`src/rtl/mapc_pkg.sv`:
```
// mapc_pkg: shared types and constants for the moving average calibration core.
// Holds the calibration register map, the calibration set and the queue entry type.
// Depends on nothing; used by every module of the core.
`default_nettype none

package mapc_pkg;

    localparam int CODE_W      = 16;
    localparam int VAL_W       = 32;
    localparam int SEG_W       = 2;
    localparam int CFG_IDX_W   = 3;
    localparam int CFG_DATA_W  = 32;
    localparam int FIFO_DEPTH  = 2;

    typedef enum logic [CFG_IDX_W-1:0] {
        REG_CODE0,
        REG_CODE1,
        REG_CODE2,
        REG_CODE3,
        REG_VALUE0,
        REG_VALUE1,
        REG_VALUE2,
        REG_VALUE3
    } cfg_reg_t;

    localparam logic [SEG_W-1:0] SEG_LOW  = 2'd0;
    localparam logic [SEG_W-1:0] SEG_MID  = 2'd1;
    localparam logic [SEG_W-1:0] SEG_HIGH = 2'd2;

    typedef struct packed {
        logic [3:0][CODE_W-1:0] code;
        logic [3:0][VAL_W-1:0]  value;
    } cal_t;

    localparam cal_t CAL_RESET = '{
        code:  {16'd65535, 16'd43690, 16'd21845, 16'd0},
        value: {32'd65535, 32'd43690, 32'd21845, 32'd0}
    };

    typedef struct packed {
        logic              valid;
        logic [CODE_W-1:0] mean;
    } mean_xfer_t;

endpackage

`default_nettype wire

```
`src/rtl/mapc_front.sv`:
```
// mapc_front: sample intake, window ring, running sum and truncated mean.
// Divides the running sum by WINDOW with a reciprocal multiply and one correction.
// Depends on mapc_pkg; feeds the mean queue.
`default_nettype none

module mapc_front #(
    parameter int WINDOW = 32
) (
    input  wire logic                         clk,
    input  wire logic                         rst_n,
    input  wire logic                         push,
    output logic                              full,
    input  wire logic [mapc_pkg::CODE_W-1:0]  sample,
    output mapc_pkg::mean_xfer_t              q_wr,
    input  wire logic                         q_full
);

    localparam int PTR_W  = (WINDOW > 1) ? $clog2(WINDOW) : 1;
    localparam int SUM_W  = mapc_pkg::CODE_W + $clog2(WINDOW);
    localparam int PROD_W = SUM_W + 33;
    localparam logic [32:0] RECIP = 33'((64'd1 << 32) / WINDOW);

    typedef enum logic [2:0] {
        F_IDLE,
        F_SUM,
        F_MUL,
        F_EST,
        F_FIX,
        F_PUSH
    } front_state_t;

    front_state_t state_reg, state_next;
    logic [PTR_W-1:0] wr_pos_reg, wr_pos_next;
    logic             win_full_reg, win_full_next;
    logic [SUM_W-1:0] sum_reg, sum_next;

    logic [mapc_pkg::CODE_W-1:0] win_mem [WINDOW];
    logic [mapc_pkg::CODE_W-1:0] old_reg;
    logic [mapc_pkg::CODE_W-1:0] sample_reg;
    logic [PROD_W-1:0]           prod_reg;
    logic [mapc_pkg::CODE_W-1:0] est_reg;
    logic [SUM_W-1:0]            estw_reg;
    logic [mapc_pkg::CODE_W-1:0] mean_reg;

    logic                        accept;
    logic                        win_we;
    logic [SUM_W-1:0]            drop_val;
    logic [SUM_W-1:0]            rem;
    logic [mapc_pkg::CODE_W-1:0] mean_fix;

    assign full   = (state_reg != F_IDLE);
    assign accept = push && !full;
    assign win_we = (state_reg == F_SUM);

    assign q_wr.valid = (state_reg == F_PUSH);
    assign q_wr.mean  = mean_reg;

    assign drop_val = win_full_reg ? SUM_W'(old_reg) : '0;
    assign rem      = sum_reg - estw_reg;
    assign mean_fix = (rem >= SUM_W'(WINDOW)) ? (est_reg + 1'b1) : est_reg;

    always_comb
    begin
        state_next    = state_reg;
        wr_pos_next   = wr_pos_reg;
        win_full_next = win_full_reg;
        sum_next      = sum_reg;
        case (state_reg)
            F_IDLE:
            begin
                if (accept)
                begin
                    state_next = F_SUM;
                end
            end
            F_SUM:
            begin
                sum_next = sum_reg - drop_val + SUM_W'(sample_reg);
                if (wr_pos_reg == PTR_W'(WINDOW - 1))
                begin
                    wr_pos_next   = '0;
                    win_full_next = 1'b1;
                end
                else
                begin
                    wr_pos_next = wr_pos_reg + 1'b1;
                end
                state_next = F_MUL;
            end
            F_MUL:  state_next = F_EST;
            F_EST:  state_next = F_FIX;
            F_FIX:  state_next = F_PUSH;
            F_PUSH:
            begin
                if (!q_full)
                begin
                    state_next = F_IDLE;
                end
            end
            default: state_next = F_IDLE;
        endcase
    end

    always_ff @(posedge clk or negedge rst_n)
    begin
        if (!rst_n)
        begin
            state_reg    <= F_IDLE;
            wr_pos_reg   <= '0;
            win_full_reg <= 1'b0;
            sum_reg      <= '0;
        end
        else
        begin
            state_reg    <= state_next;
            wr_pos_reg   <= wr_pos_next;
            win_full_reg <= win_full_next;
            sum_reg      <= sum_next;
        end
    end

    always_ff @(posedge clk)
    begin
        if (win_we)
        begin
            win_mem[wr_pos_reg] <= sample_reg;
        end
        old_reg <= win_mem[wr_pos_reg];
    end

    always_ff @(posedge clk)
    begin
        if (accept)
        begin
            sample_reg <= sample;
        end
        if (state_reg == F_MUL)
        begin
            prod_reg <= PROD_W'(sum_reg) * PROD_W'(RECIP);
        end
        if (state_reg == F_EST)
        begin
            est_reg  <= prod_reg[32 +: mapc_pkg::CODE_W];
            estw_reg <= SUM_W'(prod_reg[32 +: mapc_pkg::CODE_W]) * SUM_W'(WINDOW);
        end
        if (state_reg == F_FIX)
        begin
            mean_reg <= mean_fix;
        end
    end

    a_full_sticky: assert property (@(posedge clk) disable iff (!rst_n)
        !$fell(win_full_reg))
        else $error("window full flag dropped");

    a_ptr_range: assert property (@(posedge clk) disable iff (!rst_n)
        32'(wr_pos_reg) < WINDOW)
        else $error("write position beyond window");

endmodule

`default_nettype wire

```
`src/rtl/mapc_fifo.sv`:
```
// mapc_fifo: short queue of mean codes between the front and back parts.
// Lets the front run ahead while the back is dividing.
// Depends on mapc_pkg.
`default_nettype none

module mapc_fifo (
    input  wire logic                  clk,
    input  wire logic                  rst_n,
    input  wire mapc_pkg::mean_xfer_t  wr,
    output logic                       full,
    output mapc_pkg::mean_xfer_t       head,
    input  wire logic                  pop
);

    localparam int PTR_W = $clog2(mapc_pkg::FIFO_DEPTH);
    localparam int CNT_W = $clog2(mapc_pkg::FIFO_DEPTH + 1);

    logic [PTR_W-1:0] wr_ptr_reg, wr_ptr_next;
    logic [PTR_W-1:0] rd_ptr_reg, rd_ptr_next;
    logic [CNT_W-1:0] count_reg, count_next;

    logic [mapc_pkg::CODE_W-1:0] entry [mapc_pkg::FIFO_DEPTH];

    logic empty;
    logic do_push;
    logic do_pop;

    assign full       = (count_reg == CNT_W'(mapc_pkg::FIFO_DEPTH));
    assign empty      = (count_reg == '0);
    assign do_push    = wr.valid && !full;
    assign do_pop     = pop && !empty;
    assign head.valid = !empty;
    assign head.mean  = entry[rd_ptr_reg];

    always_comb
    begin
        wr_ptr_next = do_push ? PTR_W'(wr_ptr_reg + 1'b1) : wr_ptr_reg;
        rd_ptr_next = do_pop  ? PTR_W'(rd_ptr_reg + 1'b1) : rd_ptr_reg;
        count_next  = count_reg;
        if (do_push && !do_pop)
        begin
            count_next = count_reg + 1'b1;
        end
        else if (do_pop && !do_push)
        begin
            count_next = count_reg - 1'b1;
        end
    end

    always_ff @(posedge clk or negedge rst_n)
    begin
        if (!rst_n)
        begin
            wr_ptr_reg <= '0;
            rd_ptr_reg <= '0;
            count_reg  <= '0;
        end
        else
        begin
            wr_ptr_reg <= wr_ptr_next;
            rd_ptr_reg <= rd_ptr_next;
            count_reg  <= count_next;
        end
    end

    always_ff @(posedge clk)
    begin
        if (do_push)
        begin
            entry[wr_ptr_reg] <= wr.mean;
        end
    end

    a_hold_when_full: assert property (@(posedge clk) disable iff (!rst_n)
        (wr.valid && full) |=> (wr.valid && $stable(wr.mean)))
        else $error("queue write dropped while full");

    a_no_pop_empty: assert property (@(posedge clk) disable iff (!rst_n)
        pop |-> !empty)
        else $error("pop from empty queue");

endmodule

`default_nettype wire

```
`src/rtl/mapc_back.sv`:
```
// mapc_back: segment choice, interpolation and clamping of one mean code.
// Uses a 16x32 multiplier and a radix-4 serial divider, then an output register.
// Depends on mapc_pkg; reads from the mean queue.
`default_nettype none

module mapc_back (
    input  wire logic                          clk,
    input  wire logic                          rst_n,
    input  wire mapc_pkg::cal_t                cal,
    input  wire mapc_pkg::mean_xfer_t          head,
    output logic                               q_pop,
    output logic                               empty,
    input  wire logic                          pop,
    output logic [mapc_pkg::CODE_W-1:0]        mean_code,
    output logic [mapc_pkg::VAL_W-1:0]         calibrated,
    output logic [mapc_pkg::SEG_W-1:0]         segment
);

    localparam int NUM_W     = mapc_pkg::CODE_W + mapc_pkg::VAL_W;
    localparam int DIV_STEPS = NUM_W / 2;
    localparam int CNT_W     = $clog2(DIV_STEPS);

    typedef enum logic [2:0] {
        ST_IDLE,
        ST_SEL,
        ST_DIFF,
        ST_MUL,
        ST_DIV,
        ST_FIN
    } back_state_t;

    back_state_t state_reg, state_next;
    logic [CNT_W-1:0] cnt_reg, cnt_next;
    logic             out_valid_reg, out_valid_next;

    logic [mapc_pkg::CODE_W-1:0] x_reg;
    logic [mapc_pkg::SEG_W-1:0]  seg_reg;
    logic [mapc_pkg::CODE_W-1:0] xa_reg, xb_reg;
    logic [mapc_pkg::VAL_W-1:0]  ya_reg, yb_reg;
    logic [mapc_pkg::CODE_W-1:0] dxm_reg;
    logic [mapc_pkg::VAL_W-1:0]  dym_reg;
    logic [mapc_pkg::CODE_W-1:0] div_reg;
    logic                        neg_reg;
    logic                        zero_reg;
    logic [NUM_W-1:0]            num_reg;
    logic [mapc_pkg::CODE_W-1:0] rem_reg;
    logic [mapc_pkg::CODE_W-1:0] mean_code_reg;
    logic [mapc_pkg::VAL_W-1:0]  calibrated_reg;
    logic [mapc_pkg::SEG_W-1:0]  segment_reg;

    logic [mapc_pkg::CODE_W:0]   dx, sp;
    logic [mapc_pkg::VAL_W:0]    dy;
    logic [mapc_pkg::CODE_W+1:0] t, d1, d2, d3;
    logic [1:0]                  digit;
    logic [mapc_pkg::CODE_W+1:0] t_rem;
    logic [NUM_W:0]              sum_pos;
    logic [mapc_pkg::VAL_W-1:0]  res;
    logic                        load_out;

    assign q_pop    = (state_reg == ST_IDLE) && head.valid;
    assign empty    = !out_valid_reg;
    assign load_out = (state_reg == ST_FIN) && (!out_valid_reg || pop);

    assign mean_code  = mean_code_reg;
    assign calibrated = calibrated_reg;
    assign segment    = segment_reg;

    assign dx = {1'b0, x_reg} - {1'b0, xa_reg};
    assign sp = {1'b0, xb_reg} - {1'b0, xa_reg};
    assign dy = {1'b0, yb_reg} - {1'b0, ya_reg};

    assign t  = {rem_reg, num_reg[NUM_W-1 -: 2]};
    assign d1 = {2'b00, div_reg};
    assign d2 = {1'b0, div_reg, 1'b0};
    assign d3 = d1 + d2;

    always_comb
    begin
        if (t >= d3)
        begin
            digit = 2'd3;
            t_rem = t - d3;
        end
        else if (t >= d2)
        begin
            digit = 2'd2;
            t_rem = t - d2;
        end
        else if (t >= d1)
        begin
            digit = 2'd1;
            t_rem = t - d1;
        end
        else
        begin
            digit = 2'd0;
            t_rem = t;
        end
    end

    assign sum_pos = {{(NUM_W + 1 - mapc_pkg::VAL_W){1'b0}}, ya_reg} + {1'b0, num_reg};

    always_comb
    begin
        if (zero_reg)
        begin
            res = ya_reg;
        end
        else if (neg_reg)
        begin
            if (num_reg > NUM_W'(ya_reg))
            begin
                res = '0;
            end
            else
            begin
                res = ya_reg - num_reg[mapc_pkg::VAL_W-1:0];
            end
        end
        else if (sum_pos[NUM_W:mapc_pkg::VAL_W] != '0)
        begin
            res = '1;
        end
        else
        begin
            res = sum_pos[mapc_pkg::VAL_W-1:0];
        end
    end

    always_comb
    begin
        state_next     = state_reg;
        cnt_next       = cnt_reg;
        out_valid_next = out_valid_reg;
        if (out_valid_reg && pop)
        begin
            out_valid_next = 1'b0;
        end
        case (state_reg)
            ST_IDLE:
            begin
                if (head.valid)
                begin
                    state_next = ST_SEL;
                end
            end
            ST_SEL:  state_next = ST_DIFF;
            ST_DIFF: state_next = ST_MUL;
            ST_MUL:
            begin
                cnt_next   = '0;
                state_next = zero_reg ? ST_FIN : ST_DIV;
            end
            ST_DIV:
            begin
                cnt_next = cnt_reg + 1'b1;
                if (cnt_reg == CNT_W'(DIV_STEPS - 1))
                begin
                    state_next = ST_FIN;
                end
            end
            ST_FIN:
            begin
                if (load_out)
                begin
                    out_valid_next = 1'b1;
                    state_next     = ST_IDLE;
                end
            end
            default: state_next = ST_IDLE;
        endcase
    end

    always_ff @(posedge clk or negedge rst_n)
    begin
        if (!rst_n)
        begin
            state_reg     <= ST_IDLE;
            cnt_reg       <= '0;
            out_valid_reg <= 1'b0;
        end
        else
        begin
            state_reg     <= state_next;
            cnt_reg       <= cnt_next;
            out_valid_reg <= out_valid_next;
        end
    end

    always_ff @(posedge clk)
    begin
        case (state_reg)
            ST_IDLE:
            begin
                x_reg <= head.mean;
            end
            ST_SEL:
            begin
                if (x_reg <= cal.code[1])
                begin
                    seg_reg <= mapc_pkg::SEG_LOW;
                    xa_reg  <= cal.code[0];
                    xb_reg  <= cal.code[1];
                    ya_reg  <= cal.value[0];
                    yb_reg  <= cal.value[1];
                end
                else if (x_reg <= cal.code[2])
                begin
                    seg_reg <= mapc_pkg::SEG_MID;
                    xa_reg  <= cal.code[1];
                    xb_reg  <= cal.code[2];
                    ya_reg  <= cal.value[1];
                    yb_reg  <= cal.value[2];
                end
                else
                begin
                    seg_reg <= mapc_pkg::SEG_HIGH;
                    xa_reg  <= cal.code[2];
                    xb_reg  <= cal.code[3];
                    ya_reg  <= cal.value[2];
                    yb_reg  <= cal.value[3];
                end
            end
            ST_DIFF:
            begin
                dxm_reg  <= dx[mapc_pkg::CODE_W] ? mapc_pkg::CODE_W'(~dx + 1'b1)
                                                 : dx[mapc_pkg::CODE_W-1:0];
                dym_reg  <= dy[mapc_pkg::VAL_W] ? mapc_pkg::VAL_W'(~dy + 1'b1)
                                                : dy[mapc_pkg::VAL_W-1:0];
                div_reg  <= sp[mapc_pkg::CODE_W] ? mapc_pkg::CODE_W'(~sp + 1'b1)
                                                 : sp[mapc_pkg::CODE_W-1:0];
                neg_reg  <= dx[mapc_pkg::CODE_W] ^ dy[mapc_pkg::VAL_W] ^ sp[mapc_pkg::CODE_W];
                zero_reg <= (sp == '0);
            end
            ST_MUL:
            begin
                num_reg <= NUM_W'(dxm_reg) * NUM_W'(dym_reg);
                rem_reg <= '0;
            end
            ST_DIV:
            begin
                num_reg <= {num_reg[NUM_W-3:0], digit};
                rem_reg <= t_rem[mapc_pkg::CODE_W-1:0];
            end
            default:
            begin
            end
        endcase
        if (load_out)
        begin
            mean_code_reg  <= x_reg;
            calibrated_reg <= res;
            segment_reg    <= seg_reg;
        end
    end

    a_rem_below_div: assert property (@(posedge clk) disable iff (!rst_n)
        (state_reg == ST_DIV) |-> (rem_reg < div_reg))
        else $error("divider remainder not below divisor");

    a_div_nonzero: assert property (@(posedge clk) disable iff (!rst_n)
        (state_reg == ST_DIV) |-> !zero_reg)
        else $error("divide entered with zero span");

endmodule

`default_nettype wire

```
`src/rtl/moving_average_piecewise_calibration_core.sv`:
```
// A sample passes the front states, the mean queue and the back states to the output;
// the 24-step radix-4 divider in the back part is skipped when the span is zero. The front
// takes a new sample once its mean is queued, so it runs ahead while the back divides.
// Reset clears control, the running sum and the queue, and loads the calibration defaults;
// the window ring is not cleared, its entries are read only after being written.
// Depends on mapc_pkg, mapc_front, mapc_fifo and mapc_back.
`default_nettype none

module moving_average_piecewise_calibration_core #(
    parameter int WINDOW = 32
) (
    input  wire logic                              clk,
    input  wire logic                              rst_n,
    input  wire logic                              push,
    output logic                                   full,
    input  wire logic [mapc_pkg::CODE_W-1:0]       sample,
    output logic                                   empty,
    input  wire logic                              pop,
    output logic [mapc_pkg::CODE_W-1:0]            mean_code,
    output logic [mapc_pkg::VAL_W-1:0]             calibrated,
    output logic [mapc_pkg::SEG_W-1:0]             segment,
    input  wire logic                              cfg_we,
    input  wire logic [mapc_pkg::CFG_IDX_W-1:0]    cfg_index,
    input  wire logic [mapc_pkg::CFG_DATA_W-1:0]   cfg_data
);

    mapc_pkg::cal_t       cal_reg;
    mapc_pkg::mean_xfer_t q_wr;
    mapc_pkg::mean_xfer_t q_head;
    logic                 q_full;
    logic                 q_pop;

    always_ff @(posedge clk or negedge rst_n)
    begin
        if (!rst_n)
        begin
            cal_reg <= mapc_pkg::CAL_RESET;
        end
        else if (cfg_we)
        begin
            case (mapc_pkg::cfg_reg_t'(cfg_index))
                mapc_pkg::REG_CODE0:  cal_reg.code[0]  <= cfg_data[mapc_pkg::CODE_W-1:0];
                mapc_pkg::REG_CODE1:  cal_reg.code[1]  <= cfg_data[mapc_pkg::CODE_W-1:0];
                mapc_pkg::REG_CODE2:  cal_reg.code[2]  <= cfg_data[mapc_pkg::CODE_W-1:0];
                mapc_pkg::REG_CODE3:  cal_reg.code[3]  <= cfg_data[mapc_pkg::CODE_W-1:0];
                mapc_pkg::REG_VALUE0: cal_reg.value[0] <= cfg_data[mapc_pkg::VAL_W-1:0];
                mapc_pkg::REG_VALUE1: cal_reg.value[1] <= cfg_data[mapc_pkg::VAL_W-1:0];
                mapc_pkg::REG_VALUE2: cal_reg.value[2] <= cfg_data[mapc_pkg::VAL_W-1:0];
                mapc_pkg::REG_VALUE3: cal_reg.value[3] <= cfg_data[mapc_pkg::VAL_W-1:0];
                default:
                begin
                end
            endcase
        end
    end

    mapc_front #(
        .WINDOW (WINDOW)
    ) u_front (
        .clk    (clk),
        .rst_n  (rst_n),
        .push   (push),
        .full   (full),
        .sample (sample),
        .q_wr   (q_wr),
        .q_full (q_full)
    );

    mapc_fifo u_fifo (
        .clk   (clk),
        .rst_n (rst_n),
        .wr    (q_wr),
        .full  (q_full),
        .head  (q_head),
        .pop   (q_pop)
    );

    mapc_back u_back (
        .clk        (clk),
        .rst_n      (rst_n),
        .cal        (cal_reg),
        .head       (q_head),
        .q_pop      (q_pop),
        .empty      (empty),
        .pop        (pop),
        .mean_code  (mean_code),
        .calibrated (calibrated),
        .segment    (segment)
    );

endmodule

`default_nettype wire
```
`config.mk`:
```
export PLATFORM = sky130hd
export DESIGN_NAME = moving_average_piecewise_calibration_core
export DESIGN_NICKNAME = d
export VERILOG_FILES = /design/src/rtl/mapc_pkg.sv /design/src/rtl/mapc_front.sv /design/src/rtl/mapc_fifo.sv /design/src/rtl/mapc_back.sv /design/src/rtl/moving_average_piecewise_calibration_core.sv
export SDC_FILE = /design/constraint.sdc
export NUM_CORES = 2
export LEC_CHECK = 0
export BUFFER_PORTS_ARGS = -buffer_cell sky130_fd_sc_hd__buf_2
export CAP_MARGIN = 25
export CORE_ASPECT_RATIO = 1.2
export CORE_UTILIZATION = 40
export CTS_BUF_LIST = sky130_fd_sc_hd__clkbuf_4 sky130_fd_sc_hd__clkbuf_8
export CTS_CLUSTER_SIZE = 30
export DETAILED_ROUTE_END_ITERATION = 6
export PLACE_DENSITY_LB_ADDON = 0.08
export REMOVE_ABC_BUFFERS = 1
export SLEW_MARGIN = 20
export SYNTH_ARGS = -nofsm -noshare
export SYNTH_HDL_FRONTEND = slang
export SYNTH_HIERARCHICAL = 1
export SYNTH_SLANG_ARGS = --single-unit
```
`constraint.sdc`:
```
create_clock -name clk -period 18.5 [get_ports clk]
set_input_delay 3.7 -clock clk [delete_from_list [all_inputs] [get_ports clk]]
set_output_delay 3.7 -clock clk [all_outputs]
set_load 0.01 [all_outputs]
```
## Yosys cells after proc, flatten, opt, wreduce, memory -nomap -nowiden

Memories as Yosys holds them, arrays and structs flattened. A register that Yosys moved wholly into a read port is not among the register bits.
Cells that the tools add are included.

- Reductions and logical operators: 35
- Multipliers: 1
- Eq/ne operators: 25
- $lt $le $gt $ge: 7
- Bitwise operators: 5
- Multiplexer cells: 45
- Add/sub/neg operators: 22

Operators by type and width:

| operator | number |
|---|---|
| $mux W32 | 9 |
| $mux W16 | 11 |
| $pmux W48 S2 | 1 |
| $add A32 B48 Y49 | 1 |
| $add A16 B1 Y16 const B | 3 |
| $gt A48 B32 Y1 | 1 |
| $mul A16 B32 Y48 | 1 |
| $sub A16 B16 Y16 | 3 |
| $sub A21 B21 Y21 | 2 |
| $pmux W3 S6 | 2 |
| $sub A16 B16 Y17 | 2 |
| $sub A32 B32 Y33 | 1 |
| $add A32 B1 Y32 const B | 1 |
| $le A16 B16 Y1 | 2 |
| $not A16 Y16 | 2 |
| $not A32 Y32 | 1 |
| $pmux W16 S2 | 1 |
| $sub A32 B32 Y32 | 1 |
| $eq A3 B3 Y1 const B | 8 |
| $add A21 B16 Y21 | 1 |
| $ge A21 B6 Y1 const B | 1 |
| $reduce_and A2 Y1 | 10 |
| $add A16 B17 Y18 | 1 |
| $eq A3 B2 Y1 const B | 6 |
| 28 further kinds | 68 |

- Output and inout port bits: 52
- Bits of input ports: 56
- Bits in writable memories: 544
- Register bits after elaboration: 582
- Memories kept: 2
- Logic and storage cells: 179

Memories:

| memory | depth | bits a word | rd ports | clocked after Yosys merged registers in | write ports | line | text |
|---|---|---|---|---|---|---|---|
| u_front.win_mem | 32 | 16 | 1 | 1 | 1 | mapc_front.sv:37 | `logic [mapc_pkg::CODE_W-1:0] win_mem [WINDOW];` |
| u_fifo.entry | 2 | 16 | 1 | 1 | 1 | mapc_fifo.sv:22 | `logic [mapc_pkg::CODE_W-1:0] entry [mapc_pkg::FIFO_DEPTH];` |

## Logic depth before layout (Yosys ltp)

- Depth in word-level cells: 7
- Mapped depth: 26
- Mapped depth without buffers: 25

## Cells and area by module

The synthesis kept the hierarchy.

Modules (own cells, without submodules):

| module | seq. area each (um^2) | instances | cells an instance | area each (um^2) |
|---|---|---|---|---|
| mapc_back | 9053.7 | 1 | 4690 | 41753.8 |
| mapc_front | 18367.6 | 1 | 1442 | 25633.3 |
| moving_average_piecewise_calibration_core | 4884.7 | 1 | 415 | 7348.3 |
| mapc_fifo | 1061.0 | 1 | 69 | 1406.3 |

## Worst setup path after synthesis

Ideal clock, no wire load.

- Path type: register -> register
- Start point: register u_back.state_reg[0]
- End point: register u_back.state_reg[1]
- Stages on the path, launching flop included: 4
- Library setup time: 110 ps
- Buffers on the path: 1
- Slack: 9972 ps
- Arrival time: 8419 ps
- Path through: dfrtp_1 clkbuf_1 nor3b_1 or2_2

- Cells in the longest elaborated chain, start to end: 4
- Elaborated cells between the ends (all ways): 12
- Those cells by class: eq/ne (8); mux (1); reduce/logical (3)

Ends and longest elaborated chain:

| item | line | text |
|---|---|---|
| from (decl) | mapc_back.sv:32 | `back_state_t state_reg, state_next;` |
| from (signal assigned) | mapc_back.sv:184 | `state_reg <= state_next;` |
| $eq A3 B3 Y1 | mapc_back.sv:62, mapc_back.sv:139 |  |
| $logic_and A1 B1 Y1 | mapc_back.sv:62 | `assign load_out = (state_reg == ST_FIN) && (!out_valid_reg \|\| pop);` |
| $ne A2 B1 Y1 (no source line) | n/a |  |
| $reduce_and A3 Y1 (no source line) | n/a |  |

Parallel ways exist; a longest one is shown, timed or not.
A chain may end at the register's enable or synchronous reset.

## Final worst setup path

- Start point: register u_back/dym_reg[5] (netlist bit)
- End point: register u_back.num_reg[41] (data pin)

- Cells in the longest elaborated chain, start to end: 2

Ends and longest elaborated chain:

| item | line | text |
|---|---|---|
| from (decl) | mapc_back.sv:41 | `logic [mapc_pkg::VAL_W-1:0] dym_reg;` |
| from (signal assigned) | mapc_back.sv:228 | `dym_reg <= dy[mapc_pkg::VAL_W] ? mapc_pkg::VAL_W'(~dy + 1'b1)` |
| $mul A16 B32 Y48 | mapc_back.sv:237 | `num_reg <= NUM_W'(dxm_reg) * NUM_W'(dym_reg);` |
| $pmux W48 S2 | mapc_back.sv:192 | `case (state_reg)` |
| to (signal assigned) | mapc_back.sv:237 |  |
| to (signal assigned) | mapc_back.sv:242 | `num_reg <= {num_reg[NUM_W-3:0], digit};` |
| to (decl) | mapc_back.sv:45 | `logic [NUM_W-1:0] num_reg;` |

No other way between the ends.

==> reports/metrics.yaml <==
layout:
  syn_to_final_growth_pct: 9.78
  final_util_pct: 44.1
  multi_input_area_um2: 38800
  layout.cells.non_filler: 9386
  fin_nets: 7664
  regArea_um2: 33400
  largest_register_ffs: 512
  drive_gt1_share_pct: 15.0
  num-fill-cells: 17900
clock_network:
  hold_buffers: 0
  cts.sinks: 1153
  post_cts_buffers: 0
  h-tree-depth: 4
  cts_root_buf: "clkbuf_8"
  clk_latency_ns: 0.93
  cts_buffers: 190
  cts_tree: "yes"
  cts_resized: 0
  path_clk_slew_ns: 0.06
  clk_path_buf_depth: 3
setup_path:
  cp.required_ns: 19.15
  reg2reg_slack_ns: 10.18
  worstReg2RegStart: "u_back/dym_reg[5]"
  crit_end: "u_back/num_reg[41]"
  reg2reg_to: "u_back/num_reg[41]"
  worst_setup_path_end_kind: "flop"
  critPathLaunchType: "flop"
  crit_path_max_fanout: 16
  crit_start: "u_back/dym_reg[5]"
  ff2ff_path_depth: 24
  arrival_ns: 8.97
  critical_path_class: "flop to flop"
floorplanning:
  io_pins: 108
  start_util_pct: 40.2
  core-area_um2: 189000
  fp.dieH_um: 480
  die_w_um: 400
  die-area_um2: 192000
  row_count: 175
timing:
  finalCriticalPeriod_ns: 8.32
  setup_viol: 0
  slew_headroom_pct: 29.2
  fin_setup_tns_ns: 0
  fmax_mhz: 120
  skew_ns: 0.0409
  slew_violations: 0
  max_slew.worst_pin.slew_ns: 1.06
  hold_ws_ns: 0.411
  timing_hold_violations_final: 0
  fin_crit_sh_pct: 45.0
  grt_setup_unrepaired: "no"
synth:
  yosysTopAreaCell: "edfxtp_1"
  synth-edff-count: 902
  synth-compound-area-share_pct: 9.58
  synth_flop_cell: "edfxtp_1"
  synth_top_family_by_area: "adder cells"
  async_reset_ff_share_pct: 20.4
  yosys.area_share.simple_pct: 10.7
  yosysMostFrequentCell: "edfxtp_1"
  syn_area_um2: 76100
  synth_top_cells_by_count: "edfxtp_1 (902), inv_1 (768), nand2_1 (529)"
  ys_types: 103
  synthMuxAreaShare_pct: 8.54
  syn-instance-count: 6616
  synth-xor-area-share_pct: 3.24
  ys_seq_elements: 1153
  yosys.area_share.adder_pct: 18.6
  ys_warn_count: 6
  synth_top_area_share_pct: 35.6
  synth.area.top_cells: "edfxtp_1 (36%), fa_1 (12%), ha_1 (7.0%), dfrtp_1 (5.6%), inv_1 (3.8%)"
  yosysSeqAreaShare_pct: 43.8
  avgSynthCellArea_um2: 11.5
placement:
  hpwl_um: 160000
  gp_congestion: 0.914
  dp_cells: 9024
  io_buffers: 107
global_routing:
  grt_pass1_wl_um: 331000
  antenna_found_initial: 24
  grt_max_degree: 129
  grt-ovfl-total: 0
  grt_pass1_vias: 53000
  grt_usage_pct: 22.8
flow_run:
  maxCapViolCount: 0
min_path:
  min-delay-path-class: "flop to flop"
drt:
  drtIter0Drc: 2956
  drc: 0
  drt_first_pass_iters: 6
  antenna_left: 0
  wire_per_inst_um: 23.2
  vias: 50400
  vias_per_cell: 5.37
  drt-total-wl_um: 218000
run_status:
  outcome: "finished, final reports clean"
==> critical path, cell delays in order, from the launching register on <==
cell and delay, ns:
edfxtp_1 0.71, and2_1 0.33, fa_1 0.53, inv_1 0.05, fa_1 0.58, fa_1 0.44
fa_1 0.50, inv_1 0.06, fa_1 0.54, inv_1 0.06, fa_1 0.54, inv_1 0.05
ha_1 0.33, and3_1 0.24, and3_1 0.19, a211oi_1 0.48, o21ai_0 0.17, buf_4 0.19
a2111oi_0 0.57, o21ai_0 0.39, a31oi_1 0.32, o21ai_0 0.23, a41oi_1 0.30, xor2_1 0.17
o21ai_0 0.08
==> cell type report <==
type,count,share of cell area [%]
inverter,771,3.46
multi-input combinational,4402,46.4
sequential,1153,39.9
clock inverter,65,0.569
clock buffer,290,4.14
timing repair buffer,223,1.76
tap,2478,3.71
antenna,4,0.0120
==> metal layers <==
layer  part of all wire (%)  wire (µm)  track usage, %
met5                  0.082        178               0
met4                    3.8       8330            8.94
met3                    4.4       9610            4.21
met2                     50     110000            40.3
met1                     41      90100            27.5
==> cells by family (layout without fill, tap and decap cells) <==
kind of cell               after synthesis  count (layout)
buffers and inverters                 1061            1349
AOI/OAI and AO/OA                     1133            1133
adders and majority gates              867             867
xor gates and xnor gates               282             282
muxes                                  456             456
other                                    0               4
and+or+nand+nor                       1664            1664
DFF                                   1153            1153
==> per-stage QoR <==
stage / setup slack, ns / instance area (µm²)
floorplan: 9.43 / 74900
global placement: 10.11 / 79600
detailed placement: 10.13 / 79600
CTS: 10.10 / 83500
global route: 9.69 / 83600
finish: 10.18 / 83600
==> worst min-delay path by stage <==
stage,startpoint,end,slack [ns],depth (start not counted)
after detailed placement,u_front/prod_reg[47],u_front/est_reg[15],0.41,0
after floorplan,u_back/seg_reg[0],u_back/segment[0],0.40,0
after global placement,u_front/prod_reg[37],u_front/est_reg[5],0.40,0
final,u_front/prod_reg[46],u_front/est_reg[14],0.41,0
after global routing,u_front/prod_reg[37],u_front/est_reg[5],0.42,0
after CTS,u_front/prod_reg[45],u_front/est_reg[13],0.41,0
==> placed cells by master (no fill, tap or decap), types with 24 or more instances in the layout <==
| master | netlist | layout |
|---|---|---|
| o21a_1 | 59 | 59 |
| fa_1 | 444 | 444 |
| nor2_1 | 379 | 377 |
| mux2_2 | 193 | 193 |
| clkbuf_8 | 0 | 205 |
| clkbuf_4 | 0 | 85 |
| clkinv_1 | 3 | 33 |
| a31oi_1 | 42 | 42 |
| o31ai_1 | 31 | 30 |
| buf_2 | 37 | 106 |
| ha_1 | 423 | 423 |
| o211ai_1 | 40 | 40 |
| mux2i_1 | 114 | 114 |
| nand2b_1 | 48 | 48 |
| nand4_1 | 53 | 53 |
| o21ai_0 | 182 | 182 |
| inv_1 | 768 | 767 |
| dfstp_2 | 64 | 64 |
| mux4_2 | 128 | 128 |
| nand3_1 | 79 | 79 |
| buf_4 | 6 | 110 |
| edfxtp_1 | 902 | 902 |
| xnor2_1 | 195 | 195 |
| nand2_1 | 529 | 528 |
| nor3_1 | 88 | 85 |
| nor4_1 | 28 | 28 |
| dfrtp_1 | 171 | 169 |
| nor2b_1 | 48 | 47 |
| xor2_1 | 87 | 87 |
| a22oi_1 | 68 | 68 |
| and2_1 | 245 | 244 |
| or3_1 | 24 | 24 |
| a21o_1 | 99 | 99 |
| and3_1 | 37 | 37 |
| o21bai_1 | 48 | 48 |
| a21oi_1 | 372 | 371 |
| a211oi_1 | 40 | 40 |
Power is not shown: default switching activity piles up to over one toggle a cycle in this logic, so the estimate is an artifact.
